### src/rtl/qxpv_pkg.sv
`default_nettype none

package qxpv_pkg;

  localparam int unsigned DivW = 51;
  localparam int unsigned CntW = 6;

  localparam logic [1:0] REQ_EDGE_A = 2'd0;
  localparam logic [1:0] REQ_EDGE_B = 2'd1;
  localparam logic [1:0] REQ_TICK   = 2'd2;

  localparam logic [1:0] REG_PULSES_PER_REV = 2'd0;
  localparam logic [1:0] REG_WINDOW_MS      = 2'd1;
  localparam logic [1:0] REG_SMOOTH_ALPHA   = 2'd2;

  localparam logic [1:0] DIR_NONE    = 2'd0;
  localparam logic [1:0] DIR_FORWARD = 2'd1;
  localparam logic [1:0] DIR_REVERSE = 2'd2;

  localparam logic [15:0] PPR_RESET    = 16'd1024;
  localparam logic [15:0] WINDOW_RESET = 16'd100;
  localparam logic [15:0] ALPHA_RESET  = 16'd52429;

  localparam logic [30:0] SAT31 = 31'h7FFF_FFFF;

  typedef struct packed {
    logic edge_upd;
    logic tick_cap;
    logic win_upd;
    logic raw_zero;
    logic pps_start;
    logic deg_start;
    logic raw_load;
    logic mul;
    logic add;
    logic smooth_load;
    logic out_load;
  } qxpv_cmd_t;

  typedef struct packed {
    logic elapsed_ge;
    logic start_zero;
    logic elapsed_zero;
    logic div_busy;
  } qxpv_stat_t;

endpackage

`default_nettype wire

### src/rtl/quadrature_x2_position_velocity_unit.sv
`default_nettype none
// Items: an edge item is taken while idle and gives no result. A tick item gives its result
// from the check state while the window is open, after the smoothing multiply, add and load
// when the window only starts or no time has passed, and after two runs of the shared
// one-bit-per-cycle divider (51 steps each) plus smoothing when the velocity is recomputed.
// Throughput: one item at a time, taken the cycle after the result is loaded; a held result
// delays that load. Synchronous active-high reset clears control, settings and counters.

module quadrature_x2_position_velocity_unit (
  input  wire logic               clk,
  input  wire logic               rst,
  input  wire logic               cfg_write,
  input  wire logic [1:0]         cfg_index,
  input  wire logic [15:0]        cfg_data,
  input  wire logic               in_valid,
  output logic                    in_stall,
  input  wire logic [1:0]         req_type,
  input  wire logic               other_phase,
  input  wire logic [31:0]        now_ms,
  output logic                    out_valid,
  input  wire logic               out_stall,
  output logic [1:0]              direction,
  output logic [30:0]             speed_deg_per_s,
  output logic signed [31:0]      position
);
  import qxpv_pkg::*;

  qxpv_cmd_t  cmd;
  qxpv_stat_t stat;

  qxpv_ctrl u_ctrl (
    .clk       (clk),
    .rst       (rst),
    .in_valid  (in_valid),
    .in_stall  (in_stall),
    .req_type  (req_type),
    .out_valid (out_valid),
    .out_stall (out_stall),
    .stat      (stat),
    .cmd       (cmd)
  );

  qxpv_dp u_dp (
    .clk             (clk),
    .rst             (rst),
    .cfg_write       (cfg_write),
    .cfg_index       (cfg_index),
    .cfg_data        (cfg_data),
    .req_type        (req_type),
    .other_phase     (other_phase),
    .now_ms          (now_ms),
    .cmd             (cmd),
    .stat            (stat),
    .direction       (direction),
    .speed_deg_per_s (speed_deg_per_s),
    .position        (position)
  );

endmodule

`default_nettype wire

### src/rtl/qxpv_div.sv
`default_nettype none

module qxpv_div (
  input  wire logic                       clk,
  input  wire logic                       rst,
  input  wire logic                       start,
  input  wire logic [qxpv_pkg::DivW-1:0]  dividend,
  input  wire logic [31:0]                divisor,
  output logic                            busy,
  output logic [qxpv_pkg::DivW-1:0]       quotient
);
  import qxpv_pkg::*;

  logic [CntW-1:0] cnt;
  logic [32:0]     rem;
  logic [31:0]     dvs;
  logic [DivW-1:0] dq;
  logic [32:0]     rem_sh;
  logic            fits;

  assign rem_sh   = {rem[31:0], dq[DivW-1]};
  assign fits     = rem_sh >= {1'b0, dvs};
  assign quotient = dq;

  always_ff @(posedge clk) begin
    if (rst) begin
      busy <= 1'b0;
      cnt  <= '0;
    end else if (start) begin
      busy <= 1'b1;
      cnt  <= CntW'(DivW);
    end else if (busy) begin
      cnt  <= cnt - 1'b1;
      busy <= (cnt != CntW'(1));
    end
  end

  always_ff @(posedge clk) begin
    if (start) begin
      rem <= '0;
      dvs <= divisor;
      dq  <= dividend;
    end else if (busy) begin
      rem <= fits ? (rem_sh - {1'b0, dvs}) : rem_sh;
      dq  <= {dq[DivW-2:0], fits};
    end
  end

endmodule

`default_nettype wire

### src/rtl/qxpv_dp.sv
`default_nettype none

module qxpv_dp (
  input  wire logic                 clk,
  input  wire logic                 rst,
  input  wire logic                 cfg_write,
  input  wire logic [1:0]           cfg_index,
  input  wire logic [15:0]          cfg_data,
  input  wire logic [1:0]           req_type,
  input  wire logic                 other_phase,
  input  wire logic [31:0]          now_ms,
  input  wire qxpv_pkg::qxpv_cmd_t  cmd,
  output qxpv_pkg::qxpv_stat_t      stat,
  output logic [1:0]                direction,
  output logic [30:0]               speed_deg_per_s,
  output logic signed [31:0]        position
);
  import qxpv_pkg::*;

  logic [15:0]        pulses_per_rev;
  logic [15:0]        window_ms;
  logic [15:0]        smooth_alpha;
  logic [31:0]        position_count;
  logic [1:0]         last_direction;
  logic [31:0]        pulses_in_window;
  logic [31:0]        window_start_ms;
  logic [31:0]        now_reg;
  logic signed [31:0] raw_velocity;
  logic signed [31:0] filt_velocity;
  logic signed [49:0] prod_old;
  logic signed [49:0] prod_new;
  logic signed [49:0] acc;

  logic               fwd;
  logic [31:0]        elapsed;
  logic               div_start;
  logic [DivW-1:0]    div_dividend;
  logic [31:0]        div_divisor;
  logic               div_busy;
  logic [DivW-1:0]    div_quotient;
  logic [30:0]        deg_sat;
  logic signed [17:0] w_old;
  logic signed [17:0] w_new;
  logic signed [49:0] acc_shift;
  logic signed [49:0] acc_trunc;
  logic [15:0]        ppr_eff;

  assign fwd     = (req_type == REQ_EDGE_A) ? !other_phase : other_phase;
  assign elapsed = now_reg - window_start_ms;
  assign ppr_eff = (pulses_per_rev == 16'd0) ? 16'd1 : pulses_per_rev;

  assign stat.elapsed_ge   = elapsed >= {16'd0, window_ms};
  assign stat.start_zero   = window_start_ms == 32'd0;
  assign stat.elapsed_zero = elapsed == 32'd0;
  assign stat.div_busy     = div_busy;

  always_comb begin
    div_start    = cmd.pps_start || cmd.deg_start;
    div_dividend = div_quotient * DivW'(360);
    div_divisor  = {16'd0, ppr_eff};
    if (cmd.pps_start) begin
      div_dividend = DivW'(pulses_in_window) * DivW'(1000);
      div_divisor  = elapsed;
    end
  end

  qxpv_div u_div (
    .clk      (clk),
    .rst      (rst),
    .start    (div_start),
    .dividend (div_dividend),
    .divisor  (div_divisor),
    .busy     (div_busy),
    .quotient (div_quotient)
  );

  assign deg_sat   = (div_quotient > DivW'(SAT31)) ? SAT31 : div_quotient[30:0];
  assign w_old     = {2'b00, smooth_alpha};
  assign w_new     = 18'sd65536 - w_old;
  assign acc_shift = acc >>> 16;
  assign acc_trunc = (acc[49] && (acc[15:0] != 16'd0)) ? acc_shift + 50'sd1 : acc_shift;

  always_ff @(posedge clk) begin
    if (rst) begin
      pulses_per_rev    <= PPR_RESET;
      window_ms         <= WINDOW_RESET;
      smooth_alpha      <= ALPHA_RESET;
      position_count    <= '0;
      last_direction    <= DIR_NONE;
      pulses_in_window  <= '0;
      window_start_ms   <= '0;
      raw_velocity      <= '0;
      filt_velocity     <= '0;
    end else begin
      if (cfg_write) begin
        unique case (cfg_index)
          REG_PULSES_PER_REV: pulses_per_rev <= cfg_data;
          REG_WINDOW_MS:      window_ms      <= cfg_data;
          REG_SMOOTH_ALPHA:   smooth_alpha   <= cfg_data;
          default: ;
        endcase
      end
      if (cmd.edge_upd) begin
        position_count   <= fwd ? position_count + 32'd1 : position_count - 32'd1;
        last_direction   <= fwd ? DIR_FORWARD : DIR_REVERSE;
        pulses_in_window <= pulses_in_window + 32'd1;
      end
      if (cmd.pps_start) begin
        pulses_in_window <= '0;
      end
      if (cmd.win_upd) begin
        window_start_ms <= now_reg;
      end
      if (cmd.raw_zero) begin
        raw_velocity <= '0;
      end
      if (cmd.raw_load) begin
        raw_velocity <= (last_direction == DIR_REVERSE) ? -$signed({1'b0, deg_sat})
                                                        : $signed({1'b0, deg_sat});
      end
      if (cmd.smooth_load) begin
        filt_velocity <= acc_trunc[31:0];
      end
    end
  end

  always_ff @(posedge clk) begin
    if (cmd.tick_cap) begin
      now_reg <= now_ms;
    end
    if (cmd.mul) begin
      prod_old <= w_old * filt_velocity;
      prod_new <= w_new * raw_velocity;
    end
    if (cmd.add) begin
      acc <= prod_old + prod_new;
    end
    if (cmd.out_load) begin
      direction       <= last_direction;
      speed_deg_per_s <= filt_velocity[31] ? 31'(-filt_velocity)
                                           : filt_velocity[30:0];
      position        <= position_count;
    end
  end

endmodule

`default_nettype wire

### src/rtl/qxpv_ctrl.sv
`default_nettype none

module qxpv_ctrl (
  input  wire logic                 clk,
  input  wire logic                 rst,
  input  wire logic                 in_valid,
  output logic                      in_stall,
  input  wire logic [1:0]           req_type,
  output logic                      out_valid,
  input  wire logic                 out_stall,
  input  wire qxpv_pkg::qxpv_stat_t stat,
  output qxpv_pkg::qxpv_cmd_t       cmd
);
  import qxpv_pkg::*;

  localparam logic [2:0] ST_IDLE   = 3'd0;
  localparam logic [2:0] ST_CHECK  = 3'd1;
  localparam logic [2:0] ST_DIV1   = 3'd2;
  localparam logic [2:0] ST_DIV2   = 3'd3;
  localparam logic [2:0] ST_SMUL   = 3'd4;
  localparam logic [2:0] ST_SADD   = 3'd5;
  localparam logic [2:0] ST_SDIV   = 3'd6;
  localparam logic [2:0] ST_FINISH = 3'd7;

  logic [2:0] state;
  logic [2:0] state_next;
  logic       out_valid_next;

  assign in_stall = (state != ST_IDLE);

  always_comb begin
    cmd        = '0;
    state_next = state;
    unique case (state)
      ST_IDLE: begin
        if (in_valid) begin
          if (req_type == REQ_EDGE_A || req_type == REQ_EDGE_B) begin
            cmd.edge_upd = 1'b1;
          end else if (req_type == REQ_TICK) begin
            cmd.tick_cap = 1'b1;
            state_next   = ST_CHECK;
          end
        end
      end
      ST_CHECK: begin
        if (!stat.elapsed_ge) begin
          state_next = ST_FINISH;
        end else if (stat.start_zero || stat.elapsed_zero) begin
          cmd.win_upd  = 1'b1;
          cmd.raw_zero = 1'b1;
          state_next   = ST_SMUL;
        end else begin
          cmd.win_upd   = 1'b1;
          cmd.pps_start = 1'b1;
          state_next    = ST_DIV1;
        end
      end
      ST_DIV1: begin
        if (!stat.div_busy) begin
          cmd.deg_start = 1'b1;
          state_next    = ST_DIV2;
        end
      end
      ST_DIV2: begin
        if (!stat.div_busy) begin
          cmd.raw_load = 1'b1;
          state_next   = ST_SMUL;
        end
      end
      ST_SMUL: begin
        cmd.mul    = 1'b1;
        state_next = ST_SADD;
      end
      ST_SADD: begin
        cmd.add    = 1'b1;
        state_next = ST_SDIV;
      end
      ST_SDIV: begin
        cmd.smooth_load = 1'b1;
        state_next      = ST_FINISH;
      end
      ST_FINISH: begin
        if (!out_valid || !out_stall) begin
          cmd.out_load = 1'b1;
          state_next   = ST_IDLE;
        end
      end
    endcase
  end

  always_comb begin
    out_valid_next = out_valid;
    if (cmd.out_load) begin
      out_valid_next = 1'b1;
    end else if (!out_stall) begin
      out_valid_next = 1'b0;
    end
  end

  always_ff @(posedge clk) begin
    if (rst) begin
      state     <= ST_IDLE;
      out_valid <= 1'b0;
    end else begin
      state     <= state_next;
      out_valid <= out_valid_next;
    end
  end

  a_rose_from_finish: assert property (@(posedge clk) disable iff (rst)
    $rose(out_valid) |-> $past(state) == ST_FINISH)
    else $error("result appeared without a finished tick");

  a_idle_div_quiet: assert property (@(posedge clk) disable iff (rst)
    state == ST_IDLE |-> !stat.div_busy)
    else $error("divider busy while controller is idle");

  a_div_started: assert property (@(posedge clk) disable iff (rst)
    (cmd.pps_start || cmd.deg_start) |=> stat.div_busy)
    else $error("divider did not start");

  a_load_only_free: assert property (@(posedge clk) disable iff (rst)
    cmd.out_load |-> (!out_valid || !out_stall))
    else $error("result register overwritten while held");

endmodule

`default_nettype wire

### config.mk
export PLATFORM = sky130hd
export DESIGN_NAME = quadrature_x2_position_velocity_unit
export DESIGN_NICKNAME = d
export VERILOG_FILES = /design/src/rtl/qxpv_pkg.sv /design/src/rtl/quadrature_x2_position_velocity_unit.sv /design/src/rtl/qxpv_div.sv /design/src/rtl/qxpv_dp.sv /design/src/rtl/qxpv_ctrl.sv
export SDC_FILE = /design/constraint.sdc
export NUM_CORES = 2
export LEC_CHECK = 0
export BUFFER_PORTS_ARGS = -buffer_cell sky130_fd_sc_hd__buf_2
export CORE_AREA = 2 2 436 438
export DETAILED_ROUTE_END_ITERATION = 8
export DIE_AREA = 0 0 438 440
export GPL_TIMING_DRIVEN = 0
export PLACE_DENSITY = 0.58
export SLEW_MARGIN = 20
export SYNTH_ARGS = -nofsm -noshare
export SYNTH_HDL_FRONTEND = slang
export SYNTH_SLANG_ARGS = --single-unit
### constraint.sdc
create_clock -name clk -period 8.3 [get_ports clk]
set_input_delay 0.83 -clock clk [delete_from_list [all_inputs] [get_ports clk]]
set_output_delay 0.83 -clock clk [all_outputs]
set_load 0.01 [all_outputs]
## Yosys cells after proc, flatten, opt, wreduce, memory -nomap -nowiden

Cells that the tools add are included.

- Output and inout bits: 67
- Word-level logic and storage cells: 134
- Register bits: 583
- Input port bits: 58

- Add/sub/neg operators: 11
- Eq/ne operators: 20
- Multiply operators: 4
- Reduce and logical (&&, ||, !) cells: 24
- Multiplexer cells: 47
- $lt $le $gt $ge: 3

Operators with widths:

| kind | count |
|---|---|
| two-way mux 32 bit | 6 |
| two-way mux 51 bit | 3 |
| adder 32 x 1 -> 32 bit (second input constant) | 2 |
| logical NOT 32 bit | 2 |
| subtractor 32 bit | 2 |
| two-way mux 31 bit | 2 |
| greater-than comparator 51 x 31 -> 1 bit (second input constant) | 1 |
| multiplier 51 x 6 -> 48 bit (second input constant) | 1 |
| adder 50 bit | 1 |
| multiplier 18 x 32 -> 50 bit | 1 |
| multiplier 17 x 32 -> 49 bit | 1 |
| multiplier 32 x 7 -> 39 bit (second input constant) | 1 |
| greater-or-equal comparator 33 x 32 -> 1 bit | 1 |
| adder 32 x 2 -> 32 bit (second input constant) | 1 |
| greater-or-equal comparator 32 x 16 -> 1 bit | 1 |
| two-way mux 16 bit | 2 |
| negator 31 -> 32 bit | 1 |
| subtractor 32 x 1 -> 32 bit (second input constant) | 1 |
| negator 31 bit | 1 |
| two-way mux 3 bit | 10 |
| case mux 3 bit (8 select lines) | 1 |
| two-way mux 1 bit | 18 |
| subtractor 17 x 16 -> 18 bit (first input constant) | 1 |
| logical NOT 16 bit | 1 |
| other kinds (22) | 47 |

## Logic depth before layout (Yosys ltp)

- Depth in word-level cells: 8
- Depth in mapped cells: 33
- Gate-level depth less buffers: 31

## Modules after synthesis

From an unflattened synthesis, not the netlist that was laid out.

- Cell total of the unflattened synthesis: 8475
- Area, all modules: 78381.4 µm²

Modules (own cells, without submodules):

| module | cells each | sequential area each (µm²) | times used | area each (µm²) |
|---|---|---|---|---|
| qxpv_dp | 7786 | 11561.1 | 1 | 71299.6 |
| qxpv_div | 643 | 3273.1 | 1 | 6745.2 |
| qxpv_ctrl | 46 | 80.1 | 1 | 336.6 |

## Least setup slack after synthesis

Ideal clock, no wire load.

- Path kind: register to register
- From: register u_dp.smooth_alpha[3]
- To: register u_dp.prod_new[49] (data pin)
- Data required time: 8036 ps
- Path slack: 356 ps
- Library setup time: 264 ps
- Path buffers: 2
- Clock period less this slack: 7944 ps
- Stages on the path, launching flop included: 31
- Arrival time: 7680 ps
- Cell sequence: dfxtp_1 > clkbuf_1 > nor4_1 > nand2b_1 > nor4_1 > nor2b_1 > xnor2_1 > clkbuf_1 > nand2_1 > fa_1 > inv_1 > fa_1 > fa_1 > fa_1 > fa_1 > inv_1 > fa_1 > inv_1 > ha_1 > a41oi_1 > o21ai_0 > a21oi_1 > o221a_2 > o22a_1 > o211ai_1 > a21oi_1 > nor2_1 > or3_1 > a311o_1 > o31ai_1 > xnor2_1

- Longest elaborated chain between the ends: 2

RTL lines:

| item | line | text |
|---|---|---|
| start, declared | qxpv_dp.sv:22 | `logic [15:0] smooth_alpha;` |
| start signal, assigned | qxpv_dp.sv:99 | `REG_SMOOTH_ALPHA: smooth_alpha <= cfg_data;` |
| subtractor 17 x 16 -> 18 bit | qxpv_dp.sv:79 | `assign w_new = 18'sd65536 - w_old;` |
| multiplier 18 x 32 -> 50 bit | qxpv_dp.sv:133 | `prod_new <= w_new * raw_velocity;` |
| end signal, assigned | qxpv_dp.sv:133 |  |
| end, declared | qxpv_dp.sv:31 | `logic signed [49:0] prod_new;` |

No other way between the ends.
A chain may end at the register's enable or synchronous reset.

## Final worst setup path

Ends and elaborated chain as after synthesis.

==> results_dict.tcl <==
set metrics [dict create \
    status "finished, violations left" \
    violations "DRC, setup timing" \
    yosys_register_bits 581 \
    irDropWorstVdd_mv 0.494 \
    worst_pin_slew_ns 1.12 \
    yosys_most_used_dff "edfxtp_1" \
    slew_viol_final 0 \
    rows 160 \
    leakagePower_nw 38.8 \
    die_w_um 438 \
    cts_root_buf "clkbuf_16" \
    hold_viol_final 0 \
    antenna_found_initial 16 \
    postPlaceCellArea_mm2 0.0807 \
    layout_min_cycle_time_ns 8.32 \
    initial_core_util_pct 40.6 \
    reg2reg_depth 32 \
    clk_latency_ns 0.73 \
    slowest_stage "fa_1" \
    drt_first_iter_violations 3950 \
    grt_pass1_wl_um 353000 \
    grt_util_all_layers_pct 23.6 \
    grt_use_met1_pct 32.1 \
    post_synth_main_area_contributors "fa_1 32%, edfxtp_1 13%, ha_1 9.4%" \
    synth_edf_count 328 \
    routedWlPerCell_um 20.3 \
    rrSetupSlack_ns -0.02 \
    final_nets 10276 \
    met2_usage_pct 39.2 \
    drc 2 \
    gr-usage-met3_pct 2.78 \
    drt-pass1-iter-count 7 \
    rsz0062_at_grt "yes" \
    syn-num-nets 10039 \
    path_class "reg -> reg" \
    cp.required_ns 8.72 \
    clock_skew_ns 0.0653 \
    pwr-share-clk_pct 12.5 \
    netlist_area_mm2 0.0766 \
    setup_viol_count_final 2 \
    vias_per_cell 5.29 \
    clkSinkCount 581 \
    min_path_type "in -> reg" \
    syn-mean-instance-area_um2 9.35 \
    area_growth_pct 10.4 \
    ant_nets 0 \
    cts_tree "done" \
    cts_buffers 73 \
    clk_pin_slew_ns 0.08 \
    synth_warnings 0 \
    worst_setup_path_end_kind "flop" \
    vias 58170 \
    power_density_mw_per_mm2 325 \
    cts_hold_buf 0 \
    cts_max_level 3 \
    grt_start_max_net_pins 56 \
    maxCapViolations 0 \
    clock_path_buffers 3 \
    path_common_cell "fa_1" \
    setup_ws_ns -0.0190 \
    ys_seq_area_share_pct 19.5 \
    coreArea_mm2 0.189 \
    synth_top_cell_by_area "fa_1" \
    largest_reg_flops 51 \
    synth.top_cell.area_share_pct 31.8 \
    power_mw 27.5 \
    whs_path_depth 1 \
    routabilityCongestion 0.930 \
    swShare_pct 49.6 \
    p_seq_share_pct 16.1 \
    relSlewSlack_pct 25.4 \
    crit_fanout 5 \
    nFillCells 18123 \
    synthCells 8188 \
    grt_pass1_vias 60709 \
    async_flop_share_pct 0 \
    die_y_um 440 \
    ios 125 \
    die_area_mm2 0.193 \
    finish.instance_area_mm2 0.0845 \
    grt_overflow 0 \
    port-buffer-count 123 \
    crit_path_max_incr_delay_ns 0.57 \
    synth.distinct_cells 91 \
    critical_path_arrival_ns 8.74 \
    finalCritPeriodShare_pct 100 \
    timing.fmax_mhz 120 \
    grt-busiest-layer "met2" \
    power_switching_mw 13.6 \
    dpl.hpwl_um 181000 \
    wl_um 223000 \
    drive_above_1_share_pct 7.20 \
    p_int_mw 13.9 \
    p_comb_share_pct 71.4 \
    critPathLaunchType "flop" \
]
[power by group through the flow]
stage | sequential, mW | combinational (mW) | clock [mW]
2_1_floorplan | 4.21 | 14.7 | 0
3_3_place_gp | 4.47 | 18.9 | 0
3_5_place_dp | 4.46 | 19.2 | 0
4_1_cts | 4.43 | 19.4 | 3.52
5_1_grt | 4.49 | 22.1 | 3.62
6_report | 4.44 | 19.6 | 3.44
[final timing paths]
kind	start	endpoint
min	now_ms[26]	u_dp.now_reg[26]$_DFFE_PP_
max reg2reg	u_dp.smooth_alpha[3]$_SDFFE_PP1P_	u_dp.prod_new[49]$_DFFE_PP_
min reg2reg	u_dp.window_ms[7]$_SDFFE_PP0P_	u_dp.window_ms[7]$_SDFFE_PP0P_
max	u_dp.smooth_alpha[3]$_SDFFE_PP1P_	u_dp.prod_new[49]$_DFFE_PP_
[cell usage in the layout, fill, tap and decap left out, types with 40 or more instances in the layout]
cell,n
nor2b_1,42
clkbuf_16,75
o21a_1,54
nor2_1,365
nand3_1,89
xnor2_1,254
and2_1,473
nand2_1,963
ha_1,561
buf_2,157
buf_4,47
inv_1,1480
clkbuf_1,208
dfxtp_1,235
a31o_2,40
nor3_1,70
mux2i_1,58
clkbuf_2,49
o21ai_0,179
a21oi_1,359
edfxtp_1,328
fa_1,1213
a21o_1,138
a211oi_1,77
a31oi_1,44
xor2_1,129
nand2b_1,50
[Yosys cell counts (13+ instances only)]
cell type	n
mux2_2	15
nor4_1	38
nor3_1	74
dfxtp_1	253
buf_2	22
nand3_1	91
xnor2_1	262
edfxtp_1	328
or4_1	13
inv_1	1483
mux2i_1	58
xor2_1	135
clkbuf_1	298
or3_1	36
buf_1	23
a21boi_0	14
o211ai_1	17
a31o_2	40
a21oi_1	369
o22ai_1	17
o21bai_1	38
ha_1	576
o21a_1	54
o2bb2ai_1	29
a221o_1	15
and3_1	36
nand3b_1	27
a211oi_1	77
o21ai_0	186
o31ai_1	23
fa_1	1217
nor2_1	374
nand4_1	36
nor2b_1	43
nand2b_1	50
a31oi_1	45
a21o_1	138
nand2_1	966
and2_1	475
[critical path, delay by kind of cell (launching register included)]
kind | cells | cell delay [ns]
fa+ha+maj | 7 | 3.42
flops | 1 | 0.37
xor+xnor | 2 | 0.24
buf+inv | 6 | 0.68
compound gates | 9 | 1.83
simple gates | 8 | 1.52
[layout make-up]
| type | instances | area [um^2] | area share (%) |
|---|---|---|---|
| diodes | 9 | 22.5 | 0.0266 |
| plain buffers | 327 | 1580 | 1.86 |
| clock buffers | 91 | 1970 | 2.33 |
| clock inverters | 45 | 611 | 0.722 |
| inverters | 1484 | 5570 | 6.59 |
| multi-input cells | 5774 | 55400 | 65.6 |
| flip-flops and latches | 581 | 14900 | 17.7 |
| well taps | 2511 | 3140 | 3.72 |
| repair buffers | 184 | 1280 | 1.52 |
[what timing repair did]
item / 4_1_cts / 5_1_grt
setup buffers: 31 / 16
endpoints found under the setup margin: 48 / 17
resized for setup: 192 / 106
hold endpoints to repair: 0 / 0
gates cloned: 1 / 0
pin swaps: 14 / 50
[layer usage]
| metal | vias up | share of wire (%) |
|---|---|---|
| met5 | - | 0.0067 |
| met4 | 2 | 3.2 |
| met3 | 326 | 5.4 |
| met2 | 1620 | 47 |
| met1 | 29557 | 44 |
| li1 | 26665 | - |
[kinds of logic (layout without fill, tap and decap cells)]
logic type / Yosys count / in the layout / synth area share, %
and+or+nand+nor: 2310 / 2310 / 14.4
buffers and inverters: 1833 / 2131 / 9.06
adders and majority gates: 1793 / 1793 / 41.2
AOI/OAI and AO/OA: 1201 / 1201 / 10.3
DFF: 581 / 581 / 19.5
xor gates and xnor gates: 397 / 397 / 4.54
muxes: 73 / 73 / 0.979
other: 0 / 9 / 0
[metrics by stage]
step                      setup slack, ns  std cells  utilization (%)  setup TNS [ns]  hold WS (ns)
after global placement              -2.00      10822             42.6          -46.69         0.446
after global routing               -0.272      10999             44.8          -0.967         0.248
after detailed placement            -2.00      10835             42.8          -43.99         0.449
final                             -0.0190      11006             44.8         -0.0352         0.280
after floorplan                     0.356       8188                -               0         0.428
after CTS                         0.00302      10984             44.6               0         0.217
No activity file was read; power rests on OpenSTA's default activity.
